[src/hw/rtl/ssmc_pkg.sv]
// ----------------------------------------------------------------------------
// ssmc_pkg
// shared types, constants and codes for the servo sweep mode controller
// ----------------------------------------------------------------------------
package ssmc_pkg;

  localparam int POT_BITS    = 12;
  localparam int DWELL_W     = 16;
  localparam int STEP_W      = 4;
  localparam int ANGLE_W     = 8;
  localparam int ANGLE_ST_W  = 9;
  localparam int MODE_W      = 2;
  localparam int CFG_IDX_W   = 3;
  localparam int CFG_DATA_W  = 16;
  localparam int ANGLE_MAX   = 180;

  localparam int IN_FIELDS_W  = 3 + POT_BITS;
  localparam int IN_DATA_W    = ((IN_FIELDS_W + 7) / 8) * 8;
  localparam int OUT_FIELDS_W = MODE_W + ANGLE_W + 2;
  localparam int OUT_DATA_W   = ((OUT_FIELDS_W + 7) / 8) * 8;

  // register indexes
  localparam logic [CFG_IDX_W-1:0] REG_UP_DWELL   = 3'd0;
  localparam logic [CFG_IDX_W-1:0] REG_DOWN_DWELL = 3'd1;
  localparam logic [CFG_IDX_W-1:0] REG_END_DWELL  = 3'd2;
  localparam logic [CFG_IDX_W-1:0] REG_POLL       = 3'd3;
  localparam logic [CFG_IDX_W-1:0] REG_STEP       = 3'd4;

  // register reset values
  localparam logic [DWELL_W-1:0] UP_DWELL_RST   = 16'd100;
  localparam logic [DWELL_W-1:0] DOWN_DWELL_RST = 16'd200;
  localparam logic [DWELL_W-1:0] END_DWELL_RST  = 16'd1000;
  localparam logic [DWELL_W-1:0] POLL_RST       = 16'd100;
  localparam logic [STEP_W-1:0]  STEP_RST       = 4'd2;

  // mode codes
  localparam logic [MODE_W-1:0] MODE_WAITING = 2'd0;
  localparam logic [MODE_W-1:0] MODE_PAUSED  = 2'd1;
  localparam logic [MODE_W-1:0] MODE_MANUAL  = 2'd2;
  localparam logic [MODE_W-1:0] MODE_AUTO    = 2'd3;

  typedef struct packed {
    logic [DWELL_W-1:0] up_dwell_ms;
    logic [DWELL_W-1:0] down_dwell_ms;
    logic [DWELL_W-1:0] end_dwell_ms;
    logic [DWELL_W-1:0] poll_ms;
    logic [STEP_W-1:0]  step_degrees;
  } cfg_t;

  // lowest bit first: loop, manual, shutdown, pot
  typedef struct packed {
    logic [POT_BITS-1:0] pot_sample;
    logic                shutdown_button_level;
    logic                manual_button_level;
    logic                loop_button_level;
  } in_item_t;

  // lowest bit first: mode, servo_angle, direction, angle_written
  typedef struct packed {
    logic               angle_written;
    logic               direction;
    logic [ANGLE_W-1:0] servo_angle;
    logic [MODE_W-1:0]  mode;
  } out_item_t;

endpackage

[src/hw/rtl/servo_sweep_mode_controller_core.sv]
// ----------------------------------------------------------------------------
// servo_sweep_mode_controller_core
// millisecond-tick servo sweep controller with pause, manual and auto modes
// ----------------------------------------------------------------------------
// Each request on the input stream is one millisecond tick with three button
// levels and a potentiometer sample; each tick gives exactly one result with
// the mode, the clamped servo angle, the sweep direction and a flag that marks
// a newly written angle. The block takes one request per clock cycle while
// its result register is free or being taken. The path is one input
// register, combinational iteration logic and one output register: the result
// is loaded into the output register when its request advances. While a
// result waits for m_axis_tready, the input register still takes one more
// request before the input side stalls. Configuration is accepted in every
// cycle and should be written only while the block is idle.
module servo_sweep_mode_controller_core (
  input  logic                               clk,
  input  logic                               rst,
  input  logic                               s_axis_tvalid,
  output logic                               s_axis_tready,
  // loop_button_level, manual_button_level, shutdown_button_level, pot_sample
  input  logic [ssmc_pkg::IN_DATA_W-1:0]     s_axis_tdata,
  output logic                               m_axis_tvalid,
  input  logic                               m_axis_tready,
  // mode, servo_angle, direction, angle_written
  output logic [ssmc_pkg::OUT_DATA_W-1:0]    m_axis_tdata,
  input  logic                               cfg_valid,
  output logic                               cfg_ready,
  input  logic [ssmc_pkg::CFG_IDX_W-1:0]     cfg_index,
  input  logic [ssmc_pkg::CFG_DATA_W-1:0]    cfg_data
);
  import ssmc_pkg::*;

  cfg_t      cfg;
  logic      in_valid;
  in_item_t  in_item;
  logic      advance;
  out_item_t res;
  out_item_t out_item;

  assign advance       = in_valid && (!m_axis_tvalid || m_axis_tready);
  assign s_axis_tready = !in_valid || advance;
  assign m_axis_tdata  = {(OUT_DATA_W - OUT_FIELDS_W)'(0), out_item};

  ssmc_cfg u_cfg (
    .clk       (clk),
    .rst       (rst),
    .cfg_valid (cfg_valid),
    .cfg_ready (cfg_ready),
    .cfg_index (cfg_index),
    .cfg_data  (cfg_data),
    .cfg       (cfg)
  );

  ssmc_iter u_iter (
    .clk     (clk),
    .rst     (rst),
    .cfg     (cfg),
    .advance (advance),
    .item    (in_item),
    .res     (res)
  );

  // input register
  always_ff @(posedge clk) begin
    if (rst) begin
      in_valid <= 1'b0;
    end else if (s_axis_tready) begin
      in_valid <= s_axis_tvalid;
    end
  end

  always_ff @(posedge clk) begin
    if (s_axis_tvalid && s_axis_tready) begin
      in_item <= s_axis_tdata[IN_FIELDS_W-1:0];
    end
  end

  // result register
  always_ff @(posedge clk) begin
    if (rst) begin
      m_axis_tvalid <= 1'b0;
    end else if (advance) begin
      m_axis_tvalid <= 1'b1;
    end else if (m_axis_tready) begin
      m_axis_tvalid <= 1'b0;
    end
  end

  always_ff @(posedge clk) begin
    if (advance) begin
      out_item <= res;
    end
  end

endmodule

[src/hw/rtl/ssmc_cfg.sv]
// ----------------------------------------------------------------------------
// ssmc_cfg
// configuration register file with its write channel
// ----------------------------------------------------------------------------
module ssmc_cfg (
  input  logic                              clk,
  input  logic                              rst,
  input  logic                              cfg_valid,
  output logic                              cfg_ready,
  input  logic [ssmc_pkg::CFG_IDX_W-1:0]    cfg_index,
  input  logic [ssmc_pkg::CFG_DATA_W-1:0]   cfg_data,
  output ssmc_pkg::cfg_t                    cfg
);
  import ssmc_pkg::*;

  assign cfg_ready = 1'b1;

  always_ff @(posedge clk) begin
    if (rst) begin
      cfg.up_dwell_ms   <= UP_DWELL_RST;
      cfg.down_dwell_ms <= DOWN_DWELL_RST;
      cfg.end_dwell_ms  <= END_DWELL_RST;
      cfg.poll_ms       <= POLL_RST;
      cfg.step_degrees  <= STEP_RST;
    end else if (cfg_valid && cfg_ready) begin
      case (cfg_index)
        REG_UP_DWELL:   cfg.up_dwell_ms   <= cfg_data[DWELL_W-1:0];
        REG_DOWN_DWELL: cfg.down_dwell_ms <= cfg_data[DWELL_W-1:0];
        REG_END_DWELL:  cfg.end_dwell_ms  <= cfg_data[DWELL_W-1:0];
        REG_POLL:       cfg.poll_ms       <= cfg_data[DWELL_W-1:0];
        REG_STEP:       cfg.step_degrees  <= cfg_data[STEP_W-1:0];
        default: ;
      endcase
    end
  end

endmodule

[src/hw/rtl/ssmc_iter.sv]
// ----------------------------------------------------------------------------
// ssmc_iter
// controller state and the per-tick iteration logic
// ----------------------------------------------------------------------------
module ssmc_iter (
  input  logic                 clk,
  input  logic                 rst,
  input  ssmc_pkg::cfg_t       cfg,
  input  logic                 advance,
  input  ssmc_pkg::in_item_t   item,
  output ssmc_pkg::out_item_t  res
);
  import ssmc_pkg::*;

  localparam int PROD_W = POT_BITS + ANGLE_W;

  function automatic logic [DWELL_W-1:0] to_wait(input logic [DWELL_W-1:0] d);
    to_wait = (d == '0) ? '0 : d - DWELL_W'(1);
  endfunction

  logic [DWELL_W-1:0]           wait_count, wait_count_next;
  logic signed [ANGLE_ST_W-1:0] angle, angle_next;
  logic                         sweep_negative, sweep_negative_next;
  logic                         paused_flag, paused_flag_next;
  logic                         manual_flag, manual_flag_next;
  logic                         auto_flag, auto_flag_next;
  logic                         mode_chosen, mode_chosen_next;
  logic [2:0]                   last_levels, last_levels_next;

  logic [PROD_W-1:0]            prod;
  logic [ANGLE_W-1:0]           quot;
  logic [POT_BITS:0]            rem;
  logic [ANGLE_W-1:0]           manual_angle;
  logic signed [ANGLE_ST_W-1:0] stepped;
  logic                         written;
  logic [MODE_W-1:0]            mode;
  logic [ANGLE_W-1:0]           clamped;

  // pot * 180 / (2^n - 1): quotient by 2^n is low by at most one
  always_comb begin
    prod = PROD_W'(item.pot_sample) * PROD_W'(ANGLE_MAX);
    quot = prod[PROD_W-1:POT_BITS];
    rem  = {1'b0, prod[POT_BITS-1:0]} + (POT_BITS+1)'(quot);
    manual_angle = quot + ANGLE_W'(rem >= (POT_BITS+1)'((1 << POT_BITS) - 1));
  end

  always_comb begin
    stepped = sweep_negative ? angle - $signed({5'b0, cfg.step_degrees})
                             : angle + $signed({5'b0, cfg.step_degrees});
  end

  always_comb begin
    wait_count_next     = wait_count;
    angle_next          = angle;
    sweep_negative_next = sweep_negative;
    paused_flag_next    = paused_flag;
    manual_flag_next    = manual_flag;
    auto_flag_next      = auto_flag;
    mode_chosen_next    = mode_chosen;
    last_levels_next    = last_levels;
    written             = 1'b0;
    if (wait_count != '0) begin
      wait_count_next = wait_count - DWELL_W'(1);
    end else begin
      // order: shutdown, manual, loop
      if (item.shutdown_button_level != last_levels[0]) begin
        paused_flag_next = 1'b1;
        auto_flag_next   = 1'b0;
        mode_chosen_next = 1'b1;
      end
      if (item.manual_button_level != last_levels[1]) begin
        paused_flag_next = 1'b0;
        manual_flag_next = 1'b1;
        auto_flag_next   = 1'b0;
        mode_chosen_next = 1'b1;
      end
      if (item.loop_button_level != last_levels[2]) begin
        paused_flag_next = 1'b0;
        manual_flag_next = 1'b0;
        auto_flag_next   = 1'b1;
        mode_chosen_next = 1'b1;
      end
      last_levels_next = {item.loop_button_level, item.manual_button_level,
                          item.shutdown_button_level};
      if (mode_chosen_next && !paused_flag_next && manual_flag_next) begin
        angle_next      = $signed({1'b0, manual_angle});
        written         = 1'b1;
        wait_count_next = to_wait(cfg.poll_ms);
      end else if (mode_chosen_next && !paused_flag_next && auto_flag_next) begin
        angle_next = stepped;
        written    = 1'b1;
        if (stepped >= 9'sd180 || stepped <= 9'sd0) begin
          sweep_negative_next = !sweep_negative;
          wait_count_next     = to_wait(cfg.end_dwell_ms);
        end else if (!sweep_negative) begin
          wait_count_next = to_wait(cfg.up_dwell_ms);
        end else begin
          wait_count_next = to_wait(cfg.down_dwell_ms);
        end
      end else begin
        wait_count_next = to_wait(cfg.poll_ms);
      end
    end
  end

  always_comb begin
    if (!mode_chosen_next) begin
      mode = MODE_WAITING;
    end else if (paused_flag_next) begin
      mode = MODE_PAUSED;
    end else if (manual_flag_next) begin
      mode = MODE_MANUAL;
    end else if (auto_flag_next) begin
      mode = MODE_AUTO;
    end else begin
      mode = MODE_PAUSED;
    end
    if (angle_next < 9'sd0) begin
      clamped = '0;
    end else if (angle_next > 9'sd180) begin
      clamped = ANGLE_W'(ANGLE_MAX);
    end else begin
      clamped = angle_next[ANGLE_W-1:0];
    end
    res.mode          = mode;
    res.servo_angle   = clamped;
    res.direction     = sweep_negative_next;
    res.angle_written = written;
  end

  always_ff @(posedge clk) begin
    if (rst) begin
      wait_count     <= '0;
      angle          <= '0;
      sweep_negative <= 1'b0;
      paused_flag    <= 1'b0;
      manual_flag    <= 1'b0;
      auto_flag      <= 1'b0;
      mode_chosen    <= 1'b0;
      last_levels    <= '1;
    end else if (advance) begin
      wait_count     <= wait_count_next;
      angle          <= angle_next;
      sweep_negative <= sweep_negative_next;
      paused_flag    <= paused_flag_next;
      manual_flag    <= manual_flag_next;
      auto_flag      <= auto_flag_next;
      mode_chosen    <= mode_chosen_next;
      last_levels    <= last_levels_next;
    end
  end

endmodule

[config.mk]
export PLATFORM = sky130hd
export DESIGN_NAME = servo_sweep_mode_controller_core
export DESIGN_NICKNAME = d
export VERILOG_FILES = /design/src/hw/rtl/ssmc_pkg.sv /design/src/hw/rtl/servo_sweep_mode_controller_core.sv /design/src/hw/rtl/ssmc_cfg.sv /design/src/hw/rtl/ssmc_iter.sv
export SDC_FILE = /design/constraint.sdc
export NUM_CORES = 1
export LEC_CHECK = 0
export ABC_CLOCK_PERIOD_IN_PS = 9600
export BUFFER_PORTS_ARGS = -buffer_cell sky130_fd_sc_hd__buf_2
export CAP_MARGIN = 20
export CORE_MARGIN = 2
export CORE_UTILIZATION = 35
export DETAILED_ROUTE_END_ITERATION = 8
export PLACE_DENSITY_LB_ADDON = 0.08
export SETUP_SLACK_MARGIN = 0.05
export SLEW_MARGIN = 20
export SYNTH_ARGS = -nofsm -noshare
export SYNTH_HDL_FRONTEND = slang
export SYNTH_HIERARCHICAL = 1
export SYNTH_SLANG_ARGS = --single-unit
export TNS_END_PERCENT = 10
[constraint.sdc]
create_clock -name clk -period 9.6 [get_ports clk]
set_clock_uncertainty 0.05 [all_clocks]
set_input_delay 1.92 -clock clk [delete_from_list [all_inputs] [get_ports clk]]
set_output_delay 1.92 -clock clk [all_outputs]
set_load 0.1 [all_outputs]
==> flow_summary.ini <==
[sta]
whs_ns = 0.440
worst_slew_pin_slew_ns = 0.917
finalSetupTns_ns = 0
grt_setup_unrepaired = no
fmax_mhz = 143
setup_slack_ns = 2.62
setup_viol = 0
post-route-min-period_ns = 6.98
hold_viol_final = 0
relSlewSlack_pct = 38.7
maxSlewViolCount = 0
finalCritPeriodShare_pct = 72.7

[pwr]
p_clk_share_pct = 27.6
p_sw_share_pct = 43.0
intPower_w = 0.00135
power_leakage_nw = 4.55
seqPwrFrac_pct = 27.6
combPwrFrac_pct = 44.9
switchingPower_w = 0.00102
total_power_w = 0.00236
ir_worst_vdd_mv = 0.152
cellPowerDensity_nw_per_um2 = 218

[worst_hold_path]
min_path_type = reg2reg

[place]
dp_slack_ns = 2.60
hpwl_um = 18500
io_buffer_count = 52
gp_congestion = 0.793

[finish]
layout.nets = 1244
final_util_pct = 39.4
diodes = 0
area_delta_synth_final_pct = 11.6
drive_gt1_share_pct = 12.3

[grt]
grt.met2_usage_pct = 29.5
grt_max_degree = 74
gr-total-overflow = 0
use_met1_pct = 23.2
busiest_layer = met2
globalRouteMet3Util_pct = 2.64
antenna_found_initial = 0
grt_pass1_wl_um = 40000
grt_pass1_vias = 7391
grtUsageTotal_pct = 17.5

[run]
cap_viol_max_count = 0

[die]
coreArea_um2 = 27600
rows = 61
design.die.area_um2 = 29100
chipWidth_um = 171
io-pin-count = 59
initial_core_util_pct = 35.3
die_h_um = 171

[clock_network]
cts_max_level = 4
clkTransAtPathRegs_ns = 0.07
cts_resized = 0
numCtsBuffers = 17
cts_buffer_depth = 2
clockRootBuffer = clkbuf_16
cts_hold_buf = 0
cts.sinks = 130
cts_tree = done
post-cts-setup-buffers = 0
clkLatencyLatePin_ns = 0.43

[setup_path]
critPathCaptureType = register
crit_fanout = 8
cp_data_required_time_ns = 9.72
arrival_ns = 7.10
cp-start-kind = register
path_class = reg2reg

[synth]
synth_edf_count = 27
ys_warn_count = 6
synthDistinctLibCells = 84
yosys.area.top_type_share_pct = 21.2
yosys_most_used_dff = dfxtp_1
avgSynthCellArea_um2 = 8.87
synthArstFlopShare_pct = 0
synth_cells = 1096
synth-seq-cells = 130
yosys.area.top_type = dfxtp_1
netlist_top_cells_area = dfxtp_1, edfxtp_1, mux2i_1, ha_1, nand2b_1
netlist_area_um2 = 9720
ys_seq_area_share_pct = 29.5

[routing]
drtIter0Drc = 350
via_per_inst = 5.01
drt_pre_antenna_iters = 4
num_vias = 7613
ant_nets = 0
drc = 0
drt-total-wl_um = 24600
wire_per_inst_um = 16.2

[status]
outcome = finished clean
## sequential cells by signal (all words and copies together) (netlist names), 3 cells and up
name,cells
u_cfg/cfg,68
u_iter/last_levels,3
m_axis_tdata,12
u_iter/wait_count,16
u_iter/angle,9
in_item,15
## placed cells by master, fill, tap and decap left out, drive strengths merged, types with 8 or more instances in the layout
cell,Yosys,layout
and2,8,8
nand2,49,49
fa,16,16
o21ai,33,33
o22ai,17,17
or3,10,10
a221oi,11,11
a211oi,10,10
nand3,14,14
clkbuf,24,17
mux2i,74,74
nand4,9,9
nor2,112,112
dfxtp,103,103
mux2,11,11
ha,59,59
xor2,37,37
a21oi,61,61
xnor2,57,57
nor3,48,48
edfxtp,27,27
nand2b,77,77
inv,79,89
nor4,20,20
buf,24,59
## metal layers
layer,share of wire (%),vias up
met2,48,94
li1,-,3938
met3,2.4,15
met1,49,3566
met5,0,-
met4,1.1,0
## cell usage after synthesis, types with 5 or more instances
master and n:
inv_1 79, nand3b_1 6, a21oi_1 59, mux2_4 6, a21o_1 6, buf_4 11, nor4_1 15, nand2_1 49
nor3_2 5, clkbuf_1 24, xor2_1 37, a22oi_1 5, a31oi_1 6, mux2_2 5, dfxtp_1 103, xnor2_1 55
nand4_1 9, a221oi_1 7, ha_1 59, nand2b_1 77, buf_2 7, and2_1 6, fa_1 16, edfxtp_1 27
nor3_1 42, or3_1 9, mux2i_1 74, o31ai_1 6, nor2_1 112, nor2b_1 5, o22ai_1 17, a211oi_1 8
nand3_1 13, o21a_1 6, o21ai_0 30, and3_1 6, or4_1 5
## power groups by stage
| stage | Sequential, W | Clock [W] | Combinational (W) |
|---|---|---|---|
| after detailed placement | 0.000664 | 0 | 0.00106 |
| after global routing | 0.000657 | 0.000694 | 0.00119 |
| final | 0.000651 | 0.000652 | 0.00106 |
| after CTS | 0.000651 | 0.000676 | 0.00107 |
| after floorplan | 0.000717 | 0 | 0.000779 |
| after global placement | 0.000664 | 0 | 0.00106 |
## worst max-delay path, stage by stage, from the launching register on
cell and delay [ns]:
edfxtp_1 0.42, ha_1 0.30, inv_1 0.08, fa_1 0.52, fa_1 0.52, inv_1 0.04, ha_1 0.42, o211ai_1 0.13
a21oi_1 0.34, o21a_1 0.27, a211oi_2 0.10, ha_1 0.25, fa_1 0.40, a21o_1 0.20, a21oi_1 0.24, xnor2_1 0.17
xnor2_1 0.14, nand4_1 0.10, or3_1 0.32, a21boi_1 0.18, ha_1 0.19, ha_1 0.20, nand3_1 0.10, xor2_1 0.20
a221oi_2 0.36, a21oi_2 0.13, o211ai_1 0.24, a21oi_1 0.10
## final timing paths
path,start,end,slack (ns),cells after the start
hold reg to reg,u_iter/last_levels[1],u_iter/last_levels[1],0.44,2
hold / removal,u_iter/last_levels[1],u_iter/last_levels[1],0.44,2
setup / recovery,in_item[10],m_axis_tdata[2],2.62,27
setup reg to reg,in_item[10],m_axis_tdata[2],2.62,27
## through the flow
step / cell area (µm²) / cells
after detailed placement: 10300 / 1488
final: 10800 / 1520
after global placement: 10300 / 1488
after floorplan: 9730 / 1099
after global routing: 10800 / 1520
after CTS: 10800 / 1520
## logic make-up after synthesis
| kind of cell | after synthesis | synth area share, % |
|---|---|---|
| AND/OR/NAND/NOR | 393 | 22.7 |
| AO/OA/AOI/OAI | 188 | 13.1 |
| buffers and inverters | 127 | 5.73 |
| XOR/XNOR | 94 | 8.62 |
| adder cells (fa/ha/maj) | 77 | 11.1 |
| other | 2 | 0.0772 |
| multiplexers | 85 | 9.12 |
| flip-flops | 130 | 29.5 |
## layout make-up
class | instances | area (µm²)
Fill cell | 2802 | 16700
Multi-Input combinational cell | 842 | 6300
Sequential cell | 130 | 2870
Tap cell | 378 | 473
Clock buffer | 17 | 425
Timing Repair Buffer | 59 | 315
Inverter | 79 | 297
Clock inverter | 15 | 160
Note: power is estimated with default switching activity, not from simulation.
